### src/sv/max_heap_priority_queue_core_assert.svh
// Assertion macros for the max-heap priority queue core.
// Included by the top level; needs no package.
`ifndef MAX_HEAP_PRIORITY_QUEUE_CORE_ASSERT_SVH
`define MAX_HEAP_PRIORITY_QUEUE_CORE_ASSERT_SVH

// Same-cycle implication, checked outside reset.
`define MHPQ_ASSERT_IMP(lbl, clk, rst_n, ante, cons) \
	lbl: assert property (@(posedge clk) disable iff (!rst_n) (ante) |-> (cons)) \
		else $error("mhpq assertion failed");

// Next-cycle implication, checked outside reset.
`define MHPQ_ASSERT_NXT(lbl, clk, rst_n, ante, cons) \
	lbl: assert property (@(posedge clk) disable iff (!rst_n) (ante) |=> (cons)) \
		else $error("mhpq assertion failed");

`endif

### src/sv/mhpq_ram.sv
// Generic simple dual-port RAM: one write port, one read port, registered read.
// No dependencies.
module mhpq_ram #(
	parameter int DEPTH = 128,
	parameter int WIDTH = 32,
	parameter int AW    = $clog2(DEPTH)
) (
	input  logic             clk,
	input  logic             we,
	input  logic [AW-1:0]    waddr,
	input  logic [WIDTH-1:0] wdata,
	input  logic             re,
	input  logic [AW-1:0]    raddr,
	output logic [WIDTH-1:0] rdata
);

	logic [WIDTH-1:0] mem [DEPTH];

	always_ff @(posedge clk) begin
		if (we) begin
			mem[waddr] <= wdata;
		end
		if (re) begin
			rdata <= mem[raddr];
		end
	end

endmodule

### config.mk
export PLATFORM = sky130hd
export DESIGN_NAME = mhpq_ram
export DESIGN_NICKNAME = d
export VERILOG_FILES = /design/src/sv/max_heap_priority_queue_core_assert.svh /design/src/sv/mhpq_ram.sv
export SDC_FILE = /design/constraint.sdc
export NUM_CORES = 2
export LEC_CHECK = 0
export BUFFER_PORTS_ARGS = -buffer_cell sky130_fd_sc_hd__buf_2
export CAP_MARGIN = 10
export CORE_ASPECT_RATIO = 1.25
export CORE_MARGIN = 2
export CORE_UTILIZATION = 50
export CTS_BUF_LIST = sky130_fd_sc_hd__clkbuf_2
export DETAILED_ROUTE_END_ITERATION = 8
export PLACE_DENSITY = 0.65
export SYNTH_ARGS = -nofsm -noshare
export SYNTH_HDL_FRONTEND = slang
export SYNTH_SLANG_ARGS = --single-unit
export TNS_END_PERCENT = 30
### constraint.sdc
create_clock -name clk -period 7.4 [get_ports clk]
set_input_delay 1.11 -clock clk [delete_from_list [all_inputs] [get_ports clk]]
set_output_delay 1.11 -clock clk [all_outputs]
set_load 0.02 [all_outputs]
Word level (Yosys, flattened, before mapping):

Memory sizes are Yosys's and may differ from the RTL's. A register that Yosys moved wholly into a read port is not among the register bits.
Cells that the tools add are included.

* register bits after elaboration: 0
* memory bits (writable): 4096
* output and inout port bits: 32
* memories: 1

Memory list
* mem: words 128, bits a word 32, read ports 1, clocked after memory_dff 1, wr ports 1, RTL line mhpq_ram.sv:17 `logic [WIDTH-1:0] mem [DEPTH];`

* multiplexer cells: 2

Operator list (number)
* $mux W1: 2

Logic depth before layout (Yosys ltp):

* word-level depth: 2
* gate-level depth with buffers: 8
* gate-level depth less buffers: 4

Worst setup path after synthesis:

No wires, ideal clock.

* kind: input-to-reg
* start point: input we
* end point: memory mem[98][0] (enable)
* library setup time: 0.461 ns
* arrival: 3.888 ns
* data required time: 6.939 ns
* path slack: 3.051 ns
* stages: 3
* cells stage by stage: clkbuf_1 nand4_1 nor3_1

* longest elaborated chain between the ends: 2

RTL lines
* from (decl): RTL line mhpq_ram.sv:9 `input logic we,`
* $mux W1: RTL line mhpq_ram.sv:20 `if (we) begin`
* $mux W1 (not written as such): RTL line mhpq_ram.sv:21 `mem[waddr] <= wdata;`
* to (decl): RTL line mhpq_ram.sv:17

Every way passes these cells.

Worst setup path in the final report:

* start point: register rdata[27] (read register of mem)
* end point: output rdata[27]

RTL lines
* from (decl): RTL line mhpq_ram.sv:14 `output logic [WIDTH-1:0] rdata`

No word-level cell between the ends.

==> impl_metrics.py <==
metrics = {
    "run_status": {
        "outcome": "complete, no violations",
    },
    "timing": {
        "max-slew-margin-rel_pct": 16.70,
        "hold-worst-slack_ns": 0.2239,
        "tightestPinTransition_ns": 1.249,
        "final-hold-violation-count": 0,
        "rsz0062_at_grt": "no",
        "finalSetupTns_ns": 0,
        "period_needed_ns": 4.261,
        "worst_slack_ns": 3.139,
        "finalSetupViolCount": 0,
        "clock.fmax_mhz": 234.7,
        "clock-skew-final_ns": 0.3366,
        "fin_crit_sh_pct": 57.58,
        "drv_slew": 0,
    },
    "floorplanning": {
        "rows": 229,
        "core_um2": 311500,
        "ioPinCount": 81,
        "die_w_um": 504.6,
        "die_area_um2": 317700,
        "die_h_um": 629.7,
        "start_util_pct": 50.28,
    },
    "setup_path": {
        "cp-startpoint": "rdata[27]$_DFFE_PP_",
        "path_cells": "buf_2",
        "crit_family": "flip-flops",
        "ff2ff_path_depth": 6,
        "required_ns": 6.29,
        "crit_path_start_kind": "flop",
        "cp.arrival_ns": 3.15,
        "cpPeakStageDelay_ns": 0.84,
        "critPathSlowestCell": "edfxtp_1",
        "cp.depth": 1,
        "crit_type": "flop to primary output",
        "critical_path_buf_inv_count": 1,
        "cp-end-kind": "primary output",
        "critPathMaxFanout": 1,
        "worstReg2RegStart": "mem[79][2]$_DFFE_PP_",
    },
    "run": {
        "drv_cap": 0,
    },
    "route": {
        "routed_wl_um": 423200,
        "via_per_inst": 6.284,
        "via_count": 74680,
        "drt-pass1-iter-count": 5,
        "route.detailed.drc": 0,
        "detail-route-antenna-nets": 0,
        "wire_per_inst_um": 35.61,
        "drtIter0Drc": 10198,
    },
    "pwr": {
        "pwr-share-seq_pct": 61.3,
        "p_clk_share_pct": 32.7,
        "switching_share_pct": 24.27,
        "irDropWorstVdd_mv": 0.1348,
        "power-per-cell-area_nw_per_um2": 244.2,
        "p_leak_nw": 54.31,
        "p_comb_share_pct": 6.0,
        "power.total_mw": 42.27,
        "power.switching_mw": 10.26,
        "internal_power_mw": 32.01,
    },
    "global_routing": {
        "grt_use_total_pct": 26.68,
        "overflow": 0,
        "grt_pass1_wl_um": 588300,
        "grt_pass1_vias": 76314,
        "antenna_found_initial": 57,
        "grt_max_degree": 105,
    },
    "clocking": {
        "htreeDepth": 6,
        "clk_path_buf_depth": 4,
        "insertion_delay_ns": 2.07,
        "path_clk_slew_ns": 0.11,
        "cts_made_buffers": 918,
        "cts_tree": "done",
        "cts_setup_buffers": 0,
        "cts_root_buffer": "clkbuf_2",
        "cts_sinks": 4128,
    },
    "placement": {
        "placedCellCount": 10164,
        "port_buffers": 80,
        "dpl_worst_slack_ns": 2.293,
        "dp_hpwl_um": 234800,
        "gp_congestion": 0.8163,
        "postPlaceCellArea_um2": 164300,
    },
    "finish": {
        "fin_nets": 7033,
        "design_area_um2": 173100,
        "final_layout_size_suffix_gt1_share_pct": 42.48,
        "final_util_pct": 55.58,
        "fin_cells": 11884,
        "area_delta_synth_final_pct": 10.53,
    },
    "logic_synthesis": {
        "avgSynthCellArea_um2": 26.14,
        "syn_area_um2": 156600,
        "synth_cell_types": 16,
        "synth_cells": 5990,
        "ys_seq_elements": 4128,
        "yosys_warnings": 0,
        "ys_seq_area_share_pct": 79.16,
        "syn_nets": 6039,
    },
    "hold_path": {
        "holdCritPathClass": "input pin to flop",
        "min_from": "wdata[26]",
        "hold_depth": 2,
    },
}
==> final timing paths <==
check / to / slack (ns)
max: rdata[27] / 3.14
min: mem[95][26]$_DFFE_PP_ / 0.22
max reg2reg: rdata[2]$_DFFE_PP_ / 3.92
min reg2reg: rdata[14]$_DFFE_PP_ / 1.14
==> logic make-up (layout without fill, tap and decap cells) <==
logic type             count (synthesis)  count (layout)  synth area share [%]
muxes                               1376            1376                 19.56
buffers and inverters                316            2014                0.8373
other                                  0              38                     0
DFF                                 4128            4128                 79.16
and+or+nand+nor                      170             170                0.4450
==> metal layers <==
metal / global-route usage (%) / routed length [µm] / up-vias
li1: - / - / 29077
met1: 35.47 / 152500 / 40466
met2: 43.73 / 212600 / 4415
met3: 4.808 / 40170 / 702
met4: 11.53 / 17680 / 20
met5: 0 / 146 / -
==> layout make-up <==
class	count	area, µm²
fill	23159	138400
sequential	4128	124000
multi-input combinational	1546	32290
clock buffer	1374	6877
tap	4158	5202
timing repair buffer	390	3415
clock inverter	250	1251
antenna	38	95.09
==> repair_timing <==
| item | in CTS | in global routing |
|---|---|---|
| resized for setup | 0 | 0 |
| hold endpoints to repair | 2286 | 0 |
| setup endpoints to repair | 0 | 0 |
| hold buffers | 58 | 0 |
==> layout by cell type (no fill, tap or decap) <==
cell type,instances
buf_6,1
dlygate4sd3_1,56
mux2_2,32
buf_12,34
diode_2,38
nand3_1,8
inv_8,1
nor2_4,119
inv_2,14
nand3_2,4
clkinv_4,3
nand2b_1,2
nor2_1,3
buf_8,3
nand2_1,11
clkinv_1,203
buf_4,254
mux4_2,1344
clkinv_8,1
edfxtp_1,4128
or3_1,1
clkinvlp_4,4
nor2b_1,7
clkinv_2,13
nor3_2,9
inv_6,2
clkbuf_2,1374
nand2_2,3
buf_2,42
nand4_1,3
bufinv_16,9
==> synthesized netlist by cell type <==
master	number	area (µm²)
or3_1	1	6.260
nor3_1	9	45.04
buf_2	79	395.4
nor2_1	122	457.9
nor2b_1	7	43.79
nand2b_1	2	12.51
buf_6	2	22.52
nand3_1	12	60.06
edfxtp_1	4128	124000
nand4_1	3	18.77
mux4_2	1344	30270
nand2_1	14	52.55
clkbuf_1	182	683.2
mux2_2	32	360.4
buf_4	3	22.52
buf_1	50	187.7
==> power by group through the flow <==
stage | Sequential, mW | Combinational, mW | Clock (mW)
finish | 25.9 | 2.53 | 13.8
global route | 25.9 | 2.61 | 15.3
CTS | 25.9 | 2.55 | 14.2
detailed placement | 26.4 | 2.51 | 0
global placement | 26.4 | 2.47 | 0
floorplan | 26.4 | 1.25 | 0
==> registers in the layout, indices dropped and copies added (netlist names) <==
signal and flops:
mem 4096, rdata 32
Note: power is estimated with default switching activity, not from simulation.
