## src/sv/max_heap_priority_queue_core_assert.svh

```systemverilog
// Assertion macros for the max-heap priority queue core.
// Included by the top level; needs no package.
`ifndef MAX_HEAP_PRIORITY_QUEUE_CORE_ASSERT_SVH
`define MAX_HEAP_PRIORITY_QUEUE_CORE_ASSERT_SVH

// Same-cycle implication, checked outside reset.
`define MHPQ_ASSERT_IMP(lbl, clk, rst_n, ante, cons) \
	lbl: assert property (@(posedge clk) disable iff (!rst_n) (ante) |-> (cons)) \
		else $error("mhpq assertion failed");

// Next-cycle implication, checked outside reset.
`define MHPQ_ASSERT_NXT(lbl, clk, rst_n, ante, cons) \
	lbl: assert property (@(posedge clk) disable iff (!rst_n) (ante) |=> (cons)) \
		else $error("mhpq assertion failed");

`endif

```

## src/sv/mhpq_pkg.sv

```systemverilog
// Shared constants, types and status codes for the max-heap priority queue.
// No dependencies.
package mhpq_pkg;

	localparam int CAPACITY   = 128;
	localparam int DATA_WIDTH = 32;
	localparam int ADDR_W     = $clog2(CAPACITY);
	localparam int CNT_W      = $clog2(CAPACITY + 1);
	localparam int IDX_W      = CNT_W + 1;

	typedef logic signed [DATA_WIDTH-1:0] data_t;
	typedef logic [CNT_W-1:0]             cnt_t;
	typedef logic [IDX_W-1:0]             idx_t;
	typedef logic [ADDR_W-1:0]            addr_t;

	localparam logic [1:0] ST_OK    = 2'd0;
	localparam logic [1:0] ST_FULL  = 2'd1;
	localparam logic [1:0] ST_EMPTY = 2'd2;

	localparam logic OP_INSERT = 1'b0;
	localparam logic OP_REMOVE = 1'b1;

	typedef struct packed {
		logic  we;
		addr_t waddr;
		data_t wdata;
		logic  re;
		addr_t raddr;
	} mem_req_t;

	typedef struct packed {
		logic [1:0] status;
		data_t      removed;
		cnt_t       count;
		data_t      top;
		logic       top_valid;
	} result_t;

endpackage

```

## src/sv/mhpq_ctrl.sv

```systemverilog
// Sift sequencer: walks the heap through the RAM port, one level at a time.
// Depends on mhpq_pkg; drives an mhpq_ram through mem_req.
module mhpq_ctrl
	import mhpq_pkg::*;
(
	input  logic     clk,
	input  logic     arst_n,
	input  logic     start,
	input  logic     operation,
	input  data_t    new_val,
	input  data_t    rd_data,
	output logic     busy,
	output mem_req_t mem_req,
	output logic     res_valid,
	output result_t  res
);

	localparam logic [2:0] S_IDLE    = 3'd0;
	localparam logic [2:0] S_UP_RD   = 3'd1;
	localparam logic [2:0] S_UP_CMP  = 3'd2;
	localparam logic [2:0] S_DN_LOAD = 3'd3;
	localparam logic [2:0] S_DN_RDL  = 3'd4;
	localparam logic [2:0] S_DN_RDR  = 3'd5;
	localparam logic [2:0] S_DN_SEL  = 3'd6;
	localparam logic [2:0] S_FIN     = 3'd7;

	logic [2:0] state_q, state_d;
	cnt_t       cnt_q, cnt_d;
	cnt_t       lim_q, lim_d;
	idx_t       idx_q, idx_d;
	data_t      val_q, val_d;
	data_t      left_q, left_d;
	data_t      root_q;
	data_t      removed_q, removed_d;
	logic [1:0] status_q, status_d;

	idx_t  child_idx, parent_idx, lim_ext, cnt_ext;
	data_t best_val;
	idx_t  best_idx;

	// index is one-based, RAM address zero-based
	function automatic addr_t to_addr(input idx_t i);
		idx_t m;
		m = i - idx_t'(1);
		return m[ADDR_W-1:0];
	endfunction

	assign child_idx  = idx_q << 1;
	assign parent_idx = idx_q >> 1;
	assign lim_ext    = idx_t'(lim_q);
	assign cnt_ext    = idx_t'(cnt_q);

	// larger child, left on a tie
	always_comb begin
		if (rd_data > left_q) begin
			best_val = rd_data;
			best_idx = child_idx + idx_t'(1);
		end else begin
			best_val = left_q;
			best_idx = child_idx;
		end
	end

	always_comb begin
		state_d   = state_q;
		cnt_d     = cnt_q;
		lim_d     = lim_q;
		idx_d     = idx_q;
		val_d     = val_q;
		left_d    = left_q;
		removed_d = removed_q;
		status_d  = status_q;
		mem_req   = '0;
		case (state_q)
			S_IDLE: begin
				if (start) begin
					removed_d = '0;
					status_d  = ST_OK;
					if (operation == OP_INSERT) begin
						if (cnt_q == cnt_t'(CAPACITY)) begin
							status_d = ST_FULL;
							state_d  = S_FIN;
						end else begin
							cnt_d   = cnt_q + cnt_t'(1);
							idx_d   = cnt_ext + idx_t'(1);
							val_d   = new_val;
							state_d = S_UP_RD;
						end
					end else begin
						if (cnt_q == '0) begin
							status_d = ST_EMPTY;
							state_d  = S_FIN;
						end else begin
							removed_d = root_q;
							cnt_d     = cnt_q - cnt_t'(1);
							if (cnt_q == cnt_t'(1)) begin
								state_d = S_FIN;
							end else begin
								mem_req.re    = 1'b1;
								mem_req.raddr = to_addr(cnt_ext);
								lim_d         = cnt_q - cnt_t'(1);
								idx_d         = idx_t'(1);
								state_d       = S_DN_LOAD;
							end
						end
					end
				end
			end
			S_UP_RD: begin
				if (idx_q == idx_t'(1)) begin
					mem_req.we    = 1'b1;
					mem_req.waddr = to_addr(idx_q);
					mem_req.wdata = val_q;
					state_d       = S_FIN;
				end else begin
					mem_req.re    = 1'b1;
					mem_req.raddr = to_addr(parent_idx);
					state_d       = S_UP_CMP;
				end
			end
			S_UP_CMP: begin
				mem_req.we    = 1'b1;
				mem_req.waddr = to_addr(idx_q);
				if (rd_data < val_q) begin
					mem_req.wdata = rd_data;
					idx_d         = parent_idx;
					state_d       = S_UP_RD;
				end else begin
					mem_req.wdata = val_q;
					state_d       = S_FIN;
				end
			end
			S_DN_LOAD: begin
				val_d   = rd_data;
				state_d = S_DN_RDL;
			end
			S_DN_RDL: begin
				if (child_idx > lim_ext) begin
					mem_req.we    = 1'b1;
					mem_req.waddr = to_addr(idx_q);
					mem_req.wdata = val_q;
					state_d       = S_FIN;
				end else begin
					mem_req.re    = 1'b1;
					mem_req.raddr = to_addr(child_idx);
					state_d       = S_DN_RDR;
				end
			end
			S_DN_RDR: begin
				left_d = rd_data;
				if (child_idx + idx_t'(1) <= lim_ext) begin
					mem_req.re    = 1'b1;
					mem_req.raddr = to_addr(child_idx + idx_t'(1));
					state_d       = S_DN_SEL;
				end else begin
					mem_req.we    = 1'b1;
					mem_req.waddr = to_addr(idx_q);
					if (rd_data > val_q) begin
						mem_req.wdata = rd_data;
						idx_d         = child_idx;
						state_d       = S_DN_RDL;
					end else begin
						mem_req.wdata = val_q;
						state_d       = S_FIN;
					end
				end
			end
			S_DN_SEL: begin
				mem_req.we    = 1'b1;
				mem_req.waddr = to_addr(idx_q);
				if (best_val > val_q) begin
					mem_req.wdata = best_val;
					idx_d         = best_idx;
					state_d       = S_DN_RDL;
				end else begin
					mem_req.wdata = val_q;
					state_d       = S_FIN;
				end
			end
			S_FIN: begin
				state_d = S_IDLE;
			end
			default: begin
				state_d = S_IDLE;
			end
		endcase
	end

	always_ff @(posedge clk or negedge arst_n) begin
		if (!arst_n) begin
			state_q <= S_IDLE;
			cnt_q   <= '0;
		end else begin
			state_q <= state_d;
			cnt_q   <= cnt_d;
		end
	end

	// payload; root copy follows every write to the top slot
	always_ff @(posedge clk) begin
		lim_q     <= lim_d;
		idx_q     <= idx_d;
		val_q     <= val_d;
		left_q    <= left_d;
		removed_q <= removed_d;
		status_q  <= status_d;
		if (mem_req.we && (mem_req.waddr == '0)) begin
			root_q <= mem_req.wdata;
		end
	end

	assign busy          = (state_q != S_IDLE);
	assign res_valid     = (state_q == S_FIN);
	assign res.status    = status_q;
	assign res.removed   = removed_q;
	assign res.count     = cnt_q;
	assign res.top_valid = (cnt_q != '0);
	assign res.top       = (cnt_q != '0) ? root_q : data_t'(0);

endmodule

```

## config.mk

```make
export PLATFORM = sky130hd
export DESIGN_NAME = mhpq_ctrl
export DESIGN_NICKNAME = d
export VERILOG_FILES = /design/src/sv/max_heap_priority_queue_core_assert.svh /design/src/sv/mhpq_pkg.sv /design/src/sv/mhpq_ctrl.sv
export SDC_FILE = /design/constraint.sdc
export NUM_CORES = 1
export LEC_CHECK = 0
export ABC_AREA = 1
export BUFFER_PORTS_ARGS = -buffer_cell sky130_fd_sc_hd__buf_4
export CAP_MARGIN = 30
export CELL_PAD_IN_SITES_DETAIL_PLACEMENT = 0
export CELL_PAD_IN_SITES_GLOBAL_PLACEMENT = 1
export CORE_UTILIZATION = 43
export CTS_CLUSTER_SIZE = 8
export DETAILED_ROUTE_END_ITERATION = 10
export PLACE_DENSITY_LB_ADDON = 0.1
export SLEW_MARGIN = 20
export SYNTH_ARGS = -nofsm -noshare
export SYNTH_HDL_FRONTEND = slang
export SYNTH_SLANG_ARGS = --single-unit
export TNS_END_PERCENT = 5
```

## constraint.sdc

```tcl
create_clock -name clk -period 4.7 [get_ports clk]
set_input_delay 0.235 -clock clk [delete_from_list [all_inputs] [get_ports clk]]
set_output_delay 0.235 -clock clk [all_outputs]
set_load 0.02 [all_outputs]
```

After elaboration in Yosys (flattened, before gate mapping). Cells that the tools add are included.

Flip-flop bits (word level): 158. Latch bits: 0. RAM bits: 0. ROM bits: 0. Input port bits: 68. Output and inout bits: 125. Logic and storage cells: 113. Memories kept: 0.

Add/subtract/negate cells: 9. Multipliers: 0. Div/mod/pow operators: 0. Magnitude comparators: 6. Equal/unequal tests: 22. Shift-type cells: 0. Muxes and demuxes: 50. Bitwise operators: 3. Reduce and logical (&&, ||, !) cells: 14.

Operator list (count): 2-to-1 mux 32 bit (8); one-hot mux 40 bit (5 select lines) (1); 2-to-1 mux 40 bit (3); greater-than comparator 32 bit (3); 2-to-1 mux 9 bit (10); 2-to-1 mux 8 bit (10); one-hot mux 32 bit (2 select lines) (1); one-hot mux 9 bit (4 select lines) (1); subtractor 7 x 1 -> 7 bit (second input constant) (5); less-than comparator 32 bit (1); one-hot mux 8 bit (4 select lines) (1); 2-to-1 mux 3 bit (8); one-hot mux 3 bit (8 select lines) (1); != test 2 bit (second input constant) (9); == test 3 bit (second input constant) (4); 2-to-1 mux 2 bit (5); adder 8 x 1 -> 9 bit (second input constant) (1); adder 9 x 1 -> 9 bit (second input constant) (1); == test 9 x 1 -> 1 bit (second input constant) (1); greater-than comparator 9 x 8 -> 1 bit (1); <= comparator 9 x 8 -> 1 bit (1); != test 3 bit (second input constant) (3); AND reduction 9 bit (1); adder 8 x 1 -> 8 bit (second input constant) (1); other kinds (19) (23).

Longest topological paths before layout.
Word-level depth: 7. Gate-level depth with buffers: 37. Mapped depth without buffers: 35.

Worst setup path after synthesis. OpenSTA, ideal clock, no wires.

Path kind: reg2reg. From: reg state_q[0]. To: reg root_q[0], enable pin. Setup time: 421 ps. Data arrival time: 3967 ps. Required time: 4279 ps. Setup slack: 312 ps. Stages on the path, launching flop included: 10. Buffers on the path: 1. Clock period less this slack: 4388 ps. Cells stage by stage: dfrtp_1 > clkbuf_1 > inv_2 > nor3_2 > inv_2 > nor2_4 > inv_2 > nand4_2 > nand3_1 > nor2_1.

RTL lines: from (decl) (RTL line mhpq_ctrl.sv:27) `logic [2:0] state_q, state_d;`; from (signal assigned) (RTL line mhpq_ctrl.sv:194) `state_q <= state_d;`; to (signal assigned) (RTL line mhpq_ctrl.sv:208) `root_q <= mem_req.wdata;`; to (decl) (RTL line mhpq_ctrl.sv:33) `data_t root_q;`.

==> impl_metrics.json <==
{
  "drc_errors": 0,
  "routed_wirelength_um": 33710,
  "slew_violations": 0,
  "ys_types": 45,
  "tightestPinTransition_ns": 0.8557,
  "dieArea_mm2": 0.02718,
  "post-route-period-util_pct": 98.53,
  "io_buffers": 192,
  "hpwl_um": 23550,
  "required_ns": 4.47,
  "wl_per_cell_um": 17.71,
  "io_pins": 193,
  "finalCriticalPeriod_ns": 4.631,
  "syn_area_mm2": 0.01141,
  "hold_violations": 0,
  "final-setup-viol-count": 0,
  "fin_ws_ns": 0.06906,
  "cts.sinks": 158,
  "dp_slack_ns": 0.2233,
  "grt.total_usage_pct": 23.81,
  "skew_ns": 0.01272,
  "status": "finished clean",
  "final_common_cell": "nand2_1",
  "synthFlopType": "edfxtp_1",
  "insertion_delay_ns": 0.44,
  "n_fill_cell": 2421,
  "avgSynthCellArea_um2": 8.499,
  "syn_to_final_growth_pct": 30.88,
  "async_flop_share_pct": 6.962,
  "fmax_ghz": 0.2159,
  "ys_seq_area_share_pct": 41.11,
  "worstSetupEndpointType": "output pin",
  "initial_utilization_pct": 43.77,
  "final_cell_mix": "251 x nand2_1, 185 x buf_4, 184 x inv_1, 147 x edfxtp_1, 117 x nor2_1",
  "max_slew_margin_pct": 42.51,
  "grt_antenna_before_repair": 0,
  "drive_gt1_share_pct": 33.42,
  "cp.arrival_ns": 4.40,
  "holdCritPathClass": "in2reg",
  "grt_pass1_wl_um": 49340,
  "vias": 10000,
  "rows": 59,
  "coreArea_mm2": 0.02606,
  "synth.ff_latch_count": 158,
  "h-tree-depth": 4,
  "antenna_left": 0,
  "regArea_mm2": 0.004690,
  "clockRootBuffer": "clkbuf_16",
  "p_leak_nw": 7.050,
  "drt_first_iter_violations": 594,
  "grt_pass1_vias": 9059,
  "synthCells": 1342,
  "cts_tree": "done",
  "multi_input_area_mm2": 0.006376,
  "yosysWarnings": 0,
  "firstDrtPassIters": 5,
  "path_class": "reg2out",
  "gp_congestion": 0.8664,
  "nets": 1734,
  "overflow": 0,
  "rsz0062_at_grt": "yes",
  "cp-start-kind": "register",
  "irDropWorstVdd_uv": 445.8,
  "die_w_um": 164.9,
  "clkTransAtPathRegs_ns": 0.07,
  "synth_edf_count": 147,
  "crit_fanout": 8,
  "grt_start_max_net_pins": 37,
  "cts_inserted_buffers": 17,
  "power_per_cell_area_mw_per_mm2": 729.9,
  "maxCapViolations": 0,
  "max-clock-path-buffers": 2,
  "timing.setup.tns_ns": 0,
  "die_y_um": 164.9,
  "synth_fp_nets": 1521,
  "vias_per_cell": 5.256,
  "diodes": 0
}
-- critical path, cell delays in order, from the launching register on --
cell      delay, ns
edfxtp_1       0.36
inv_1          0.08
ha_4           0.31
nand2_1        0.08
nor2_1         0.16
nand2_2        0.11
inv_1          0.08
a21oi_2        0.06
buf_4          0.14
nand3_4        0.10
nand3_4        0.16
buf_8          0.20
nand2_2        0.07
nand2_2        0.05
ha_1           0.28
nand2_2        0.07
nor4_4         0.35
and2_4         0.20
nand2_2        0.07
nand3_2        0.08
nand3_4        0.18
inv_8          0.16
buf_8          0.14
nand3_2        0.10
nand2_2        0.08
nand3_2        0.09
buf_6          0.15
-- kinds of logic (layout without fill, tap and decap cells) --
| family | count (synthesis) | count (layout) | share of synthesized area (%) |
|---|---|---|---|
| simple gates | 629 | 629 | 26.04 |
| mux | 31 | 31 | 3.061 |
| xor+xnor | 11 | 11 | 0.8447 |
| compound gates | 156 | 156 | 7.734 |
| flops | 158 | 158 | 41.11 |
| buf+inv | 246 | 472 | 9.028 |
| fa+ha+maj | 111 | 111 | 12.18 |
-- flip-flops by register name (all words and copies together), names as in the netlist, 3 cells and up --
name       flops
val_q         32
removed_q     32
lim_q          8
state_q        3
root_q        32
left_q        32
idx_q          9
cnt_q          8
-- routing by layer --
| metal | global-route usage [%] | share of wire, % | vias up |
|---|---|---|---|
| li1 | - | - | 4935 |
| met1 | 32.55 | 45 | 4767 |
| met3 | 2.988 | 4.4 | 36 |
| met2 | 39.99 | 49 | 265 |
| met4 | 5.505 | 1.5 | 0 |
| met5 | 0 | 0 | - |
-- worst paths after layout --
kind / startpoint / to / slack [ns] / cells past startpoint
max in group asynchronous: arst_n / state_q[2] / 4.36 / 2
max reg2reg: left_q[31] / idx_q[5] / 0.48 / 25
max: left_q[31] / mem_req[12] / 0.07 / 26
min in group asynchronous: arst_n / cnt_q[3] / 0.17 / 2
min reg2reg: root_q[25] / removed_q[25] / 0.56 / 2
min: rd_data[0] / left_q[0] / 0.02 / 1
-- per-stage QoR --
step	instance area [um2]	hold slack [ns]	cells	utilization, %	total power [mW]
2_1_floorplan	11410	-0.06059	1342	-	6.291
3_3_place_gp	13250	0.08285	1852	50.83	8.218
3_5_place_dp	13250	0.08505	1852	50.83	8.255
4_1_cts	13840	0.01315	1885	53.11	9.648
5_1_grt	14930	0.02013	1903	57.29	11.63
6_report	14930	0.01917	1903	57.29	10.90
-- cell usage after synthesis, drive strengths merged (6+ instances only) --
cell type / instances / area, um2
nor2: 131 / 509.2
inv: 200 / 750.7
a22oi: 6 / 45.04
ha: 111 / 1389
buf: 20 / 181.4
nand3: 90 / 648.1
nand2: 342 / 1389
nor3: 11 / 60.06
xor2: 9 / 78.83
dfrtp: 11 / 275.3
nand4: 47 / 306.5
o21ai: 41 / 216.5
clkbuf: 23 / 86.33
edfxtp: 147 / 4414
mux2: 31 / 349.1
a21oi: 88 / 451.7
o21a: 7 / 53.80
-- where the power goes --
| group | internal [mW] | total, mW | switching [mW] |
|---|---|---|---|
| clock network | 0.687 | 1.33 | 0.645 |
| registers | 2.13 | 2.43 | 0.303 |
| logic | 2.86 | 7.13 | 4.27 |
| total | 5.68 | 10.9 | 5.22 |
-- area by class of cell --
type                            instances  share of cell area (%)
Inverter                              203                   5.155
Multi-Input combinational cell        938                   42.71
Clock inverter                         13                  0.7208
Sequential cell                       158                   31.41
Clock buffer                           19                   2.900
Tap cell                              335                   2.808
Timing Repair Buffer                  237                   14.29
-- repair_timing --
action,CTS,global route
endpoints found under the hold margin,11,0
setup buffers,0,11
pin swaps,0,43
endpoints found under the setup margin,32,32
hold buffers,1,0
gates cloned,0,7
gates resized for setup,8,189
Note: power is estimated with default switching activity, not from simulation.
